File: src/rtl/assert_macros.svh
// Assertion macros shared by the traversal RTL.
`ifndef ASSERT_MACROS_SVH
`define ASSERT_MACROS_SVH

// A condition that holds at every clock edge outside reset.
`define BVHRT_ASSERT(lbl, cond, msg) \
  lbl: assert property (@(posedge clk) disable iff (rst) (cond)) else $error(msg);

// An implication checked at every clock edge outside reset.
`define BVHRT_ASSERT_IMP(lbl, ante, cons, msg) \
  lbl: assert property (@(posedge clk) disable iff (rst) (ante) |-> (cons)) else $error(msg);

`endif

File: src/rtl/bvhrt_pkg.sv
// Constants, types and arithmetic helpers for the BVH traversal block.
`timescale 1ns / 1ps
package bvhrt_pkg;

  localparam int CAND_LIMIT     = 64;
  localparam int NODE_WORDS     = 16384;
  localparam int LEAF_ENTRIES   = 1024;
  localparam int VISIT_LIMIT    = 4096;
  localparam int STACK_DEPTH    = CAND_LIMIT - 1;

  localparam int NODE_AW  = $clog2(NODE_WORDS);
  localparam int LEAF_AW  = $clog2(LEAF_ENTRIES);
  localparam int SP_W     = $clog2(CAND_LIMIT);
  localparam int CAND_W   = $clog2(CAND_LIMIT + 1);
  localparam int VISIT_W  = $clog2(VISIT_LIMIT + 1);

  // Words fetched per inner node: two boxes of six bounds, then two children.
  localparam int NODE_SPAN = 14;
  localparam int BOUNDS    = 12;
  localparam int WORD_W    = $clog2(NODE_SPAN);
  localparam int DIV_STEPS = 33;
  localparam int CNT_W     = $clog2(DIV_STEPS);

  localparam logic [1:0] KIND_NODE = 2'd0;
  localparam logic [1:0] KIND_LEAF = 2'd1;
  localparam logic [1:0] KIND_RAY  = 2'd2;

  localparam logic signed [31:0] Q_MAX = 32'sh7FFF_FFFF;
  localparam logic signed [31:0] Q_MIN = 32'sh8000_0000;

  typedef enum logic [2:0] {
    CUR_HOLD,
    CUR_ROOT,
    CUR_NEAR,
    CUR_HIT,
    CUR_POP
  } cur_op_t;

  typedef struct packed {
    logic              take;
    logic              div_start;
    logic              div_step;
    logic              div_end;
    logic              mul_setup;
    logic              od_write;
    logic [1:0]        axis;
    logic              node_rd;
    logic [WORD_W-1:0] word;
    logic              visit_init;
    cur_op_t           cur_op;
    logic              push;
    logic              pop_rd;
    logic [SP_W-1:0]   stack_addr;
    logic              leaf_rd;
    logic              emit_leaf;
    logic              emit_final;
    logic              ovf;
  } cmd_t;

  typedef struct packed {
    logic cur_neg;
    logic hit0;
    logic hit1;
    logic out_free;
    logic pend_v;
  } status_t;

  typedef struct packed {
    logic       box;
    logic       hi;
    logic [1:0] axis;
  } slot_t;

  // Placement of a bound word within the node.
  function automatic slot_t slot_of(input logic [WORD_W-1:0] k);
    slot_t s;
    case (k)
      4'd0:    s = '{box: 1'b0, hi: 1'b0, axis: 2'd0};
      4'd1:    s = '{box: 1'b0, hi: 1'b0, axis: 2'd1};
      4'd2:    s = '{box: 1'b0, hi: 1'b0, axis: 2'd2};
      4'd3:    s = '{box: 1'b0, hi: 1'b1, axis: 2'd0};
      4'd4:    s = '{box: 1'b0, hi: 1'b1, axis: 2'd1};
      4'd5:    s = '{box: 1'b0, hi: 1'b1, axis: 2'd2};
      4'd6:    s = '{box: 1'b1, hi: 1'b0, axis: 2'd0};
      4'd7:    s = '{box: 1'b1, hi: 1'b0, axis: 2'd1};
      4'd8:    s = '{box: 1'b1, hi: 1'b0, axis: 2'd2};
      4'd9:    s = '{box: 1'b1, hi: 1'b1, axis: 2'd0};
      4'd10:   s = '{box: 1'b1, hi: 1'b1, axis: 2'd1};
      4'd11:   s = '{box: 1'b1, hi: 1'b1, axis: 2'd2};
      default: s = '{box: 1'b0, hi: 1'b0, axis: 2'd0};
    endcase
    return s;
  endfunction

  // Q16.16 product scaling: floor shift by 16, then saturate to 32 bits.
  function automatic logic signed [31:0] qscale(input logic signed [63:0] p);
    logic [47:0] s;
    logic signed [31:0] r;
    s = p[63:16];
    if ((&s[47:31]) || !(|s[47:31])) begin
      r = s[31:0];
    end else if (s[47]) begin
      r = Q_MIN;
    end else begin
      r = Q_MAX;
    end
    return r;
  endfunction

  function automatic logic signed [31:0] sub_sat(input logic signed [31:0] a,
                                                 input logic signed [31:0] b);
    logic signed [32:0] d;
    logic signed [31:0] r;
    d = 33'(a) - 33'(b);
    if (d[32] == d[31]) begin
      r = d[31:0];
    end else if (d[32]) begin
      r = Q_MIN;
    end else begin
      r = Q_MAX;
    end
    return r;
  endfunction

endpackage

File: src/rtl/bvhrt_ctrl.sv
// Controller: ray setup sequence and the traversal state machine.
`timescale 1ns / 1ps
`include "assert_macros.svh"
module bvhrt_ctrl (
  input  logic                clk,
  input  logic                rst,
  input  logic                in_valid,
  output logic                in_ready,
  input  logic [1:0]          kind,
  input  bvhrt_pkg::status_t  status,
  output bvhrt_pkg::cmd_t     cmd
);

  typedef enum logic [3:0] {
    S_IDLE,
    S_DIV_INIT,
    S_DIV,
    S_INV,
    S_MUL,
    S_OD,
    S_DISPATCH,
    S_VISIT,
    S_DECIDE,
    S_POP_RD,
    S_POP_WAIT,
    S_LEAF_RD,
    S_LEAF_EMIT,
    S_FINISH
  } state_t;

  state_t                        state;
  logic [1:0]                    axis;
  logic [bvhrt_pkg::CNT_W-1:0]   cnt;
  logic [bvhrt_pkg::SP_W-1:0]    sp;
  logic [bvhrt_pkg::CAND_W-1:0]  cand;
  logic [bvhrt_pkg::VISIT_W-1:0] visits;
  logic                          ovf;

  logic cand_full, visits_out, stack_full, both, none;

  assign cand_full  = (cand == bvhrt_pkg::CAND_W'(bvhrt_pkg::CAND_LIMIT));
  assign visits_out = (visits >= bvhrt_pkg::VISIT_W'(bvhrt_pkg::VISIT_LIMIT));
  assign stack_full = (sp >= bvhrt_pkg::SP_W'(bvhrt_pkg::STACK_DEPTH));
  assign both = status.hit0 && status.hit1;
  assign none = !status.hit0 && !status.hit1;

  assign in_ready = (state == S_IDLE);

  always_comb begin
    cmd            = '0;
    cmd.cur_op     = bvhrt_pkg::CUR_HOLD;
    cmd.take       = in_ready && in_valid;
    cmd.axis       = axis;
    cmd.word       = cnt[bvhrt_pkg::WORD_W-1:0];
    cmd.stack_addr = (state == S_POP_RD) ? sp - 1'b1 : sp;
    cmd.ovf        = ovf;
    cmd.div_start  = (state == S_DIV_INIT);
    cmd.div_step   = (state == S_DIV);
    cmd.div_end    = (state == S_INV);
    cmd.mul_setup  = (state == S_MUL);
    cmd.od_write   = (state == S_OD);
    cmd.node_rd    = (state == S_VISIT) &&
                     (cnt < bvhrt_pkg::CNT_W'(bvhrt_pkg::NODE_SPAN));
    cmd.visit_init = (state == S_DISPATCH) && !cand_full && !status.cur_neg && !visits_out;
    cmd.push       = (state == S_DECIDE) && both && !stack_full;
    cmd.pop_rd     = (state == S_POP_RD);
    cmd.leaf_rd    = (state == S_LEAF_RD);
    cmd.emit_leaf  = (state == S_LEAF_EMIT) && (!status.pend_v || status.out_free);
    cmd.emit_final = (state == S_FINISH) && status.out_free;
    case (state)
      S_OD:       cmd.cur_op = (axis == 2'd2) ? bvhrt_pkg::CUR_ROOT : bvhrt_pkg::CUR_HOLD;
      S_DECIDE: begin
        if (both && !stack_full) begin
          cmd.cur_op = bvhrt_pkg::CUR_NEAR;
        end else if (!both && !none) begin
          cmd.cur_op = bvhrt_pkg::CUR_HIT;
        end
      end
      S_POP_WAIT: cmd.cur_op = bvhrt_pkg::CUR_POP;
      default:    cmd.cur_op = bvhrt_pkg::CUR_HOLD;
    endcase
  end

  always_ff @(posedge clk) begin
    if (rst) begin
      state  <= S_IDLE;
      axis   <= '0;
      cnt    <= '0;
      sp     <= '0;
      cand   <= '0;
      visits <= '0;
      ovf    <= 1'b0;
    end else begin
      case (state)
        S_IDLE: begin
          if (in_valid && kind == bvhrt_pkg::KIND_RAY) begin
            state  <= S_DIV_INIT;
            axis   <= '0;
            sp     <= '0;
            cand   <= '0;
            visits <= '0;
            ovf    <= 1'b0;
          end
        end
        S_DIV_INIT: begin
          cnt   <= '0;
          state <= S_DIV;
        end
        S_DIV: begin
          cnt <= cnt + 1'b1;
          if (cnt == bvhrt_pkg::CNT_W'(bvhrt_pkg::DIV_STEPS - 1)) begin
            state <= S_INV;
          end
        end
        S_INV: state <= S_MUL;
        S_MUL: state <= S_OD;
        S_OD: begin
          if (axis == 2'd2) begin
            state <= S_DISPATCH;
          end else begin
            axis  <= axis + 1'b1;
            state <= S_DIV_INIT;
          end
        end
        S_DISPATCH: begin
          if (cand_full) begin
            state <= S_FINISH;
          end else if (status.cur_neg) begin
            state <= S_LEAF_RD;
          end else if (visits_out) begin
            ovf   <= 1'b1;
            state <= S_FINISH;
          end else begin
            visits <= visits + 1'b1;
            cnt    <= '0;
            state  <= S_VISIT;
          end
        end
        S_VISIT: begin
          cnt <= cnt + 1'b1;
          if (cnt == bvhrt_pkg::CNT_W'(bvhrt_pkg::NODE_SPAN)) begin
            state <= S_DECIDE;
          end
        end
        S_DECIDE: begin
          if (none) begin
            state <= (sp == '0) ? S_FINISH : S_POP_RD;
          end else if (both) begin
            if (stack_full) begin
              ovf   <= 1'b1;
              state <= S_FINISH;
            end else begin
              sp    <= sp + 1'b1;
              state <= S_DISPATCH;
            end
          end else begin
            state <= S_DISPATCH;
          end
        end
        S_POP_RD: begin
          sp    <= sp - 1'b1;
          state <= S_POP_WAIT;
        end
        S_POP_WAIT: state <= S_DISPATCH;
        S_LEAF_RD:  state <= S_LEAF_EMIT;
        S_LEAF_EMIT: begin
          if (!status.pend_v || status.out_free) begin
            cand  <= cand + 1'b1;
            state <= (sp == '0) ? S_FINISH : S_POP_RD;
          end
        end
        S_FINISH: begin
          if (status.out_free) begin
            state <= S_IDLE;
          end
        end
        default: state <= S_IDLE;
      endcase
    end
  end

  `BVHRT_ASSERT(a_sp_bound, sp <= bvhrt_pkg::SP_W'(bvhrt_pkg::STACK_DEPTH), "stack pointer past stack depth")
  `BVHRT_ASSERT(a_cand_bound, cand <= bvhrt_pkg::CAND_W'(bvhrt_pkg::CAND_LIMIT), "candidate count past limit")
  `BVHRT_ASSERT_IMP(a_pop_nonempty, state == S_POP_RD, sp != '0, "pop from an empty stack")

endmodule

File: config.mk
export PLATFORM = sky130hd
export DESIGN_NAME = bvhrt_ctrl
export DESIGN_NICKNAME = d
export VERILOG_FILES = /design/src/rtl/bvhrt_pkg.sv /design/src/rtl/bvhrt_ctrl.sv
export VERILOG_INCLUDE_DIRS = /design/src /design/src/rtl
export SDC_FILE = /design/constraint.sdc
export NUM_CORES = 1
export LEC_CHECK = 0
export BUFFER_PORTS_ARGS = -buffer_cell sky130_fd_sc_hd__buf_2
export CAP_MARGIN = 10
export CORE_MARGIN = 8
export CORE_UTILIZATION = 46
export CTS_BUF_LIST = sky130_fd_sc_hd__clkbuf_4 sky130_fd_sc_hd__clkbuf_8
export DETAILED_ROUTE_END_ITERATION = 8
export GPL_TIMING_DRIVEN = 0
export PLACE_DENSITY = 0.67
export RECOVER_POWER = 25
export SYNTH_ARGS = -nofsm -noshare
export SYNTH_HDL_FRONTEND = slang
export SYNTH_SLANG_ARGS = --single-unit
File: constraint.sdc
create_clock -name clk -period 1.8 [get_ports clk]
set_input_delay 0.54 -clock clk [delete_from_list [all_inputs] [get_ports clk]]
set_output_delay 0.54 -clock clk [all_outputs]
set_load 0.02 [all_outputs]
==> results of run 1 <==
flip-flops by register name, summed over array words and instances, names as in the netlist:
| register | count |
|---|---|
| sp | 6 |
| axis | 2 |
| state | 4 |
| visits | 13 |
| ovf | 1 |
| cnt | 6 |
| cand | 7 |
kinds of logic after synthesis:
family | count (synthesis) | share of synthesized area, %
AOI/OAI and AO/OA | 81 | 22.5
xor gates and xnor gates | 21 | 6.37
muxes | 4 | 1.39
buffers and inverters | 52 | 8.10
DFF | 39 | 27.0
adders and majority gates | 13 | 5.63
and+or+nand+nor | 157 | 29.0
layout make-up:
class	count	area share, %
plain buffers	26	6.54
repair buffers	108	19.8
multi-input cells	276	51.5
clock inverters	2	0.252
well taps	77	1.94
clock buffers	6	1.54
inverters	24	2.22
flip-flops and latches	39	16.3
cell usage in the layout, fill, tap and decap left out, types with 4 or more instances in the layout:
master,n
nor2_1,42
buf_8,7
nand2b_4,4
xnor2_1,6
nand4_1,7
dfxtp_1,26
clkbuf_8,6
a21oi_2,4
clkbuf_1,4
nand2_1,16
dfxtp_4,4
clkbuf_16,5
a2111oi_4,5
o21ai_1,6
buf_2,16
buf_6,49
o21ai_2,5
mux2i_1,4
buf_4,49
nor2_4,8
nor3_1,5
nand2_4,4
nor2b_1,4
nor3_4,4
inv_1,17
ha_1,9
dfxtp_2,9
nor2_2,4
nor3_2,4
nand3_1,9
a21oi_1,15
xor2_1,10
report_power, final:
group	total [W]	leakage (nW)	switching, W	internal, W
Combinational	0.00324	1.52	0.00162	0.00163
Clock	0.000641	0.0446	0.000354	0.000287
Sequential	0.000957	0.322	0.0000501	0.000907
Total	0.00484	1.89	0.00202	0.00282
stage by stage:
stage	hold slack [ps]	power, W	instance area (um2)	cells	util, %
global route	508	0.00496	4960	558	79.9
detailed placement	471	0.00236	3420	483	55.2
floorplan	449	0.00205	3130	367	-
finish	478	0.00484	4960	558	79.9
CTS	482	0.00410	4460	536	72.0
global placement	472	0.00235	3420	483	55.2
final timing paths:
path	startpoint	end	slack, ps	cells after the start
hold reg to reg	cand[0]	cand[0]	480	1
hold / removal	cand[0]	cand[0]	480	1
setup reg to reg	state[0]	sp[0]	-330	9
setup / recovery	state[0]	cmd[7]	-550	6
what timing repair did:
action                                  CTS  global route
gates cloned                              1             1
endpoints found under the hold margin     0             0
hold buffers                              0             0
pin swaps                                42            39
setup buffers                            45            24
endpoints found under the setup margin   56            57
resized for setup                       154            79
metal layers:
layer / routed length [um] / global-route usage, % / vias to the layer above
met5: 0 / 0 / -
met4: 539 / 10.4 / 0
met3: 940 / 4.88 / 56
met2: 5890 / 39.4 / 216
met1: 4530 / 26.2 / 1704
li1: - / - / 1537
==> results.md, run 1 <==
- Layout cell share with drive strength beyond 1: 52.8%
- Clock latency on the worst-skew pair: 300 ps
- Cells after Synth: 367
- Final hold vios: 0
- GR Overflow Total: 0
- Die width: 95.3 um
- Seq/Total Area, Yosys: 27.0%
- PwrDens: 976 nW/um2
- Clk sinks: 39
- Setup WS post-layout: -551 ps
- DP HPWL: 5.64 mm
- Die height: 95.3 um
- Vias post-DR: 3513
- 1st-iter DRT viols: 421
- Largest net degree at the start of global routing: 13
- Via density: 6.30
- Clock Tree Buf Depth: 2
- Cell Rows: 29
- P_leak: 1.89 nW
- Req. time, crit path: roughly 1300 ps
- Async set or reset register ratio after synthesis: 0%
- WL per Instance: approximately 21 um
- CP endpoint kind: output pin
- # Max-Cap Violations: 0
- Post-synth EDFFs: 0
- Multi-input logic area: 2550 um2
- Clk slew on worst S/H paths: ~90 ps
- Cell family with most CP delay: simple AND/OR/NAND/NOR gates
- Slowest CP cell: dfxtp_2
- Routability cong.: just under 0.9
- Number of global-route vias before repair: approximately 3200
- Setup CP Type: reg2out
- Worst-path fanout max: 6
- Sum of negative setup slack: -13510 ps
- Layout area overhead: 71.6%
- Syn Nets: 390
- Worst Path Arrival: 1810 ps
- Status: finished with violations
- Antenna cells: 0
- Total Die Area: 9070 um2
- Worst path bufs/invs: 3
- Cts bufs inserted: 5
- Most numerous cell in the Yosys netlist: nor2_1
- Synth area leaders: dfxtp_1, nor2_1, ha_1
- Clk root buf: clkbuf_8
- Synth top area share: 27.0%
- Critical Path Source Type: flop
- Worst vdd ir: 0.922 mV
- Final setup violation count: between 50 and 60
- Post-synth top cells: nor2_1, dfxtp_1, inv_1, a21oi_1, nand2_1
- Avg Cell Area, Syn: 7.87 um2
- Slowest stage delay, CP: around 360 ps
- Max Freq: 0.425 GHz
- Pre-CTS setup slack: -440 ps
- Top FF cell, synth: dfxtp_1
- Slew headroom: 43.7%
- #FFs+latches synth: 39
- Synthesized cell area: 2890 um2
- Leading area contributor after synthesis: dfxtp_1
- Number of distinct library cells after synthesis: 68
- Antenna violations before repair: 0
- Filler cells: 331
- First-pass GRT wire length: 16.2 mm
- RSZ-0062 raised after global routing: true
- FF+latch area: between 800 and 900 um2
- Post-route ant nets: 0
- Fin nets: 503
- Failing checks: setup timing
- Max-slew violation count: 0
- Area of the core: approximately 6200 um2
- Tcrit/Tclk final: 131%
- CTS tree: yes
- H-tree levels: 2
- DRC: 0
- Total GRT Usage: 22.8%
- Fin crit period: 2350 ps
- Port Buf Inserts: 39
- DR pass1 iterations: 7
- IO Pins: 40
- Worst slew pin tran: 839 ps
- Worst path cell trace: buf_6 -> buf_12 -> nand4bb_4 -> nor4_4 -> xor2_1 -> buf_4
- Starting density of the core: between 40 and 50%
- HP Class: reg2reg
- Syn. warnings: 0
- WL final: ~12 mm
- Clock skew: 9.90 ps
Note: power is estimated with default switching activity, not from simulation.
==> inputs of run 2 (changes only) <==
BUFFER_PORTS_ARGS = default   (was -buffer_cell sky130_fd_sc_hd__buf_2)
DONT_BUFFER_PORTS = 1   (was default)
PLACE_DENSITY = 0.61   (was 0.67)
SETUP_SLACK_MARGIN = 0.02   (was default)
==> run 2 against run 1 <==
Against the previous run: the run still ends with setup timing left; total power fell by 1.1%; count of clock-buffer cells in the layout fell by 1; sequential power rose by 1%; die area did not move; via count fell by 10%; global-route usage fell by 2.8 points; design area fell by 3.9%; hold slack barely moved; largest cell class unchanged.
==> results.md, run 2 (synthesized netlist as in run 1, its figures left out) <==
- Status: finished with violations
- Failing checks: setup timing
- First-pass GRT wire length: 14.3 mm (-12%)
- Post-route ant nets: 0 (unchanged)
- Cell family with most CP delay: simple AND/OR/NAND/NOR gates
- Clk slew on worst S/H paths: 90 ps (about the same)
- Clk sinks: 39 (unchanged)
- Worst-path fanout max: 2 (-4)
- Clock Tree Buf Depth: 2 (unchanged)
- Max-slew violation count: 0 (unchanged)
- Total GRT Usage: 20.0% (-2.8 points)
- Req. time, crit path: 1260 ps (about the same)
- Filler cells: 399 (+21%)
- Cell Rows: 29 (unchanged)
- Slowest CP cell: or4_4
- PwrDens: 1000 nW/um2 (+2.9%)
- Largest regs: visits: 13 flops, cand: 7 flops
- IO Pins: 40 (unchanged)
- Top reg by flops: visits
- Multi-input logic area: 2560 um2 (+0.54%)
- Max reg flops: 13 (unchanged)
- Total Die Area: 9070 um2 (unchanged)
- Worst vdd ir: 0.625 mV (-32%)
- 1st-iter DRT viols: 222 (-47%)
- FF-to-FF setup slack: -410 ps (-80 ps)
- Worst Path Arrival: 1730 ps (-80 ps)
- Cts bufs inserted: 5 (unchanged)
- Port Buf Inserts: 0 (-100%)
- Clock skew: 6.97 ps (-2.93 ps)
- DP HPWL: 5.67 mm (+0.65%)
- CTS tree: yes
- Most frequent cells in the layout: buf_4, nor2_1, buf_6, dfxtp_1, inv_1
- Final setup violation count: 55 (-6.8%)
- CP endpoint kind: output pin
- Worst slew pin tran: 771 ps (-67.3 ps)
- Worst path cell trace: buf_8 -> or4_4 -> nor3_4 -> xor2_2
- Clk root buf: clkbuf_8
- Global route hottest layer: met2
- Fin nets: 470 (-6.6%)
- GR Overflow Total: 0 (unchanged)
- P_leak: 1.73 nW (-8.5%)
- Final hold vios: 0 (unchanged)
- DR pass1 iterations: 5 (-2)
- Met1 Track Usage GR: 23.7% (-2.5 points)
- Pre-CTS setup slack: -266 ps (+174 ps)
- Final Power: 0.00479 W (-1.1%)
- Setup WS post-layout: -474 ps (+76.8 ps)
- Via density: 6.02 (-4.4%)
- Most common cell after layout, fill and taps aside: buf_4
- H-tree levels: 2 (unchanged)
- Worst path bufs/invs: 1 (-2)
- # Max-Cap Violations: 0 (unchanged)
- Fin crit period: 2270 ps (-76.8 ps)
- Vias post-DR: 3159 (-10%)
- WHS: 478 ps (+0.330 ps)
- Routability cong.: 0.884 (+0.33%)
- HP Class: reg2reg
- Number of global-route vias before repair: 2864 (-10%)
- Antenna cells: 0 (unchanged)
- Layout area overhead: 64.9%
- WL per Instance: 20.3 um (-5.0%)
- Slew headroom: 48.6% (+4.9 points)
- Clock latency on the worst-skew pair: 300 ps (about the same)
- Starting density of the core: 46.6% (unchanged)
- WL final: 10.6 mm (-11%)
- DRC: 0 (unchanged)
- Die width: 95.3 um (unchanged)
- Max Freq: 0.440 GHz (+3.4%)
- RSZ-0062 raised after global routing: true
- Tcrit/Tclk final: 126% (-4.3 points)
- Area of the core: 6200 um2 (unchanged)
- Met3 usage: 5.28% (+0.39 points)
- Critical Path Source Type: flop
- FF+latch area: 797 um2 (-1.2%)
- GRT met2 Usage: 33.8% (-5.6 points)
- Antenna violations before repair: 0 (unchanged)
- Layout cell share with drive strength beyond 1: 49.3% (-3.5 points)
- Setup CP Type: reg2out
- Largest net degree at the start of global routing: 15 (+2)
- Die height: 95.3 um (unchanged)
- Slowest stage delay, CP: 500 ps (+140 ps)
## run 2: cell types whose count changed in the layout (fill, tap and decap cells not counted), sizes merged
cell and change:
buf -34, clkinv -1, clkinvlp +1, inv +1
## run 2: per-stage QoR
stage | area (um2) | setup TNS [ps] | cells | utilization [%]
after global routing | 4760 | -16740 | 525 | 76.8
after floorplan | 3130 | -463 | 367 | -
after global placement | 3230 | -7430 | 444 | 52.0
after CTS | 4200 | -10070 | 493 | 67.6
final | 4760 | -13430 | 525 | 76.8
after detailed placement | 3230 | -7650 | 444 | 52.0
## run 2: final timing paths
| path | startpoint | end | cells past startpoint |
|---|---|---|---|
| setup / recovery | sp[1] | cmd[9] | 4 |
| setup reg to reg | state[0] | visits[11] | 7 |
| hold reg to reg | cand[0] | cand[0] | 1 |
| hold / removal | cand[0] | cand[0] | 1 |
## run 2: report_power, final
group	internal [W]	switching [W]	leakage [nW]
logic	0.00161	0.00156	1.37
clock network	0.000278	0.000369	0.0408
registers	0.000911	0.0000573	0.320
total	0.00280	0.00199	1.73
## run 2: final cells by class
| cell class | instances | share of cell area [%] |
|---|---|---|
| Multi-Input combinational cell | 276 | 53.8 |
| Sequential cell | 39 | 16.7 |
| Timing Repair Buffer | 76 | 16.1 |
| Buffer | 25 | 6.62 |
| Inverter | 24 | 2.73 |
| Tap cell | 77 | 2.02 |
| Clock buffer | 5 | 1.44 |
| Clock inverter | 3 | 0.499 |
## run 2: timing repair
action	in CTS	in global routing
endpoints found under the setup margin	57	60
cloned	2	2
buffers inserted	41	36
gates resized for setup	138	70
hold buffers	0	0
pin swaps	50	49
## run 2: worst reg2reg max path, stage by stage (launching register included)
cell	delay [ps]
dfxtp_2	340
buf_6	110
or4_4	590
buf_6	160
o22ai_4	200
o211ai_4	150
or4_4	530
nand2_1	80
## run 2: metal layers
layer	wire length, um	share of wire (%)	vias to the layer above
li1	-	-	1467
met1	4260	40	1553
met2	5420	51	119
met3	686	6.4	20
met4	269	2.5	0
met5	0	0	-
==> inputs of run 3 (changes only) <==
SKIP_LAST_GASP = 1   (was default)
==> run 3 against run 2 <==
Against the previous run: the flow still finishes with violations (setup timing); global-route usage decreased by 0.16 points; count of clock-buffer cells in the layout unchanged; hold slack improved by 0.86 ps; core utilization decreased by 1.6 points; critical path depth increased by 1; combinational power decreased by 6.6%; flip-flop and latch count unchanged; via count decreased by 0.63%; routed wire length decreased by 4.3%; fmax decreased by 0.47%; largest power group unchanged.
==> results.md, run 3 (synthesized netlist as in run 1, its figures left out) <==
- H-tree levels: 2 (unchanged)
- # Max-Cap Violations: 0 (unchanged)
- Sequential share of power: 21.1% (+0.9 points)
- Post-route ant nets: 0 (unchanged)
- Hold buffers post-CTS: 0 (unchanged)
- Worst path cell trace: buf_8 -> nand4bb_4 -> buf_4 -> nor2_1 -> a21o_1
- Slew headroom: 47.9% (-0.69 points)
- Clock skew: 9.53 ps (+2.56 ps)
- Final setup violation count: 54 (-1.8%)
- Hold Crit Depth: 1 (unchanged)
- Max-slew violation count: 0 (unchanged)
- Comb power frac: 64.5% (-1.8 points)
- Slowest CP cell: dfxtp_2
- Clock Tree Buf Depth: 2 (unchanged)
- Clk root buf: clkbuf_8
- Top reg by flops: visits
- Worst slew pin tran: 782 ps (+10.4 ps)
- Worst Path Arrival: 1740 ps (about the same)
- Crit path depth: 5 (+1)
- Area of the core: 6200 um2 (unchanged)
- Critical Path Source Type: flop
- FF-to-FF path depth: 7 (unchanged)
- Pint: 0.00266 W (-4.8%)
- Most frequent cells in the layout: buf_4, nor2_1, dfxtp_1, buf_6, inv_1
- CP endpoint kind: output pin
- Failing checks: setup timing
- Worst path bufs/invs: 2 (+1)
- Die width: 95.3 um (unchanged)
- WL final: 10.2 mm (-4.3%)
- DRC: 0 (unchanged)
- P_leak: 1.71 nW (-1.4%)
- Largest net degree at the start of global routing: 15 (unchanged)
- Slowest stage delay, CP: 360 ps (-140 ps)
- Worst vdd ir: 0.555 mV (-11%)
- GR Overflow Total: 0 (unchanged)
- Non-filler cells, final: 521 (-0.76%)
- Via density: 6.02 (+0.13%)
- Antenna violations before repair: 0 (unchanged)
- Fin nets: 466 (-0.85%)
- Setup CP Type: reg2out
- Clk slew on worst S/H paths: 90 ps (about the same)
- Total Die Area: 9070 um2 (unchanged)
- Pre-CTS setup slack: -266 ps (unchanged)
- Worst-path fanout max: 5 (+3)
- Cell family with most CP delay: simple AND/OR/NAND/NOR gates
- Layout cell share with drive strength beyond 1: 49.3% (about the same)
- Routability cong.: 0.884 (unchanged)
- Number of global-route vias before repair: 2844 (-0.70%)
- Tcrit/Tclk final: 127% (+0.59 points)
- Antenna cells: 0 (unchanged)
- Switching power: 0.00193 W (-3.0%)
- Starting density of the core: 46.6% (unchanged)
- Cell Rows: 29 (unchanged)
- Largest regs: visits: 13 flops, cand: 7 flops
- Die height: 95.3 um (unchanged)
- First-pass GRT wire length: 14.2 mm (-0.43%)
- 1st-iter DRT viols: 278 (+25%)
- Port Buf Inserts: 0 (unchanged)
- Vias post-DR: 3139 (-0.63%)
- IO Pins: 40 (unchanged)
- Clk sinks: 39 (unchanged)
- Placed cell count: 444 (unchanged)
- Clock latency on the worst-skew pair: 310 ps (about the same)
- Most common cell after layout, fill and taps aside: buf_4
- Sw frac: 42.0% (+0.46 points)
- HP Class: reg2reg
- RSZ-0062 raised after global routing: true
- DP HPWL: 5.67 mm (unchanged)
- Cts bufs inserted: 5 (unchanged)
- Setup WS post-layout: -485 ps (-10.7 ps)
- Layout area overhead: 61.5%
- Total GRT Usage: 19.8% (-0.16 points)
- Fin crit period: 2280 ps (+10.7 ps)
- CTS tree: yes
- Max Freq: 0.438 GHz (-0.47%)
- Max reg flops: 13 (unchanged)
- Clock share of power: 14.4% (+0.9 points)
- WL per Instance: 19.5 um (-3.5%)
- Final hold vios: 0 (unchanged)
- DR pass1 iterations: 6 (+1)
- PwrDens: 984 nW/um2 (-2.0%)
- Status: finished with violations
- Req. time, crit path: 1260 ps (about the same)
run 3: layout make-up:
class	instances	area, um2
plain buffers	25	320
clock buffers	5	68.8
clock inverters	3	23.8
fillers	412	1540
inverters	24	130
multi-input cells	276	2560
flip-flops and latches	39	798
well taps	77	96.3
repair buffers	72	667
run 3: final timing paths:
check             startpoint          to  slack, ps
setup / recovery    state[1]      cmd[5]       -480
hold / removal       cand[0]     cand[0]        480
setup reg to reg    state[0]  visits[11]       -370
hold reg to reg      cand[0]     cand[0]        480
run 3: power groups by stage:
stage | Clock, W | Sequential (W) | Combinational [W]
6_report | 0.000660 | 0.000969 | 0.00296
5_1_grt | 0.000695 | 0.000977 | 0.00308
4_1_cts | 0.000656 | 0.000958 | 0.00236
3_5_place_dp | 0 | 0.000978 | 0.00132
3_3_place_gp | 0 | 0.000975 | 0.00131
2_1_floorplan | 0 | 0.000966 | 0.00108
run 3: metal layers:
metal | global-route usage (%) | up-vias | part of all wire, %
met5 | 0 | - | 0
met1 | 24.0 | 1536 | 40
met2 | 33.9 | 126 | 51
met3 | 4.57 | 17 | 6.4
li1 | - | 1460 | -
met4 | 6.24 | 0 | 1.8
run 3: through the flow:
step / power [W] / TNS [ps] / hold WS [ps] / utilization (%) / instance area (um2)
after floorplan: 0.00205 / -463 / 449 / - / 3130
after global placement: 0.00229 / -7430 / 471 / 52.0 / 3230
after detailed placement: 0.00230 / -7650 / 477 / 52.0 / 3230
after CTS: 0.00397 / -11020 / 463 / 66.8 / 4140
after global routing: 0.00475 / -16460 / 497 / 75.2 / 4670
final: 0.00459 / -13530 / 479 / 75.2 / 4670
run 3: what timing repair did:
item | in CTS | in global routing
pin swaps | 41 | 42
endpoints found under the setup margin | 57 | 60
setup buffers | 41 | 34
hold endpoints to repair | 0 | 0
gates cloned | 2 | 1
gates resized for setup | 122 | 75
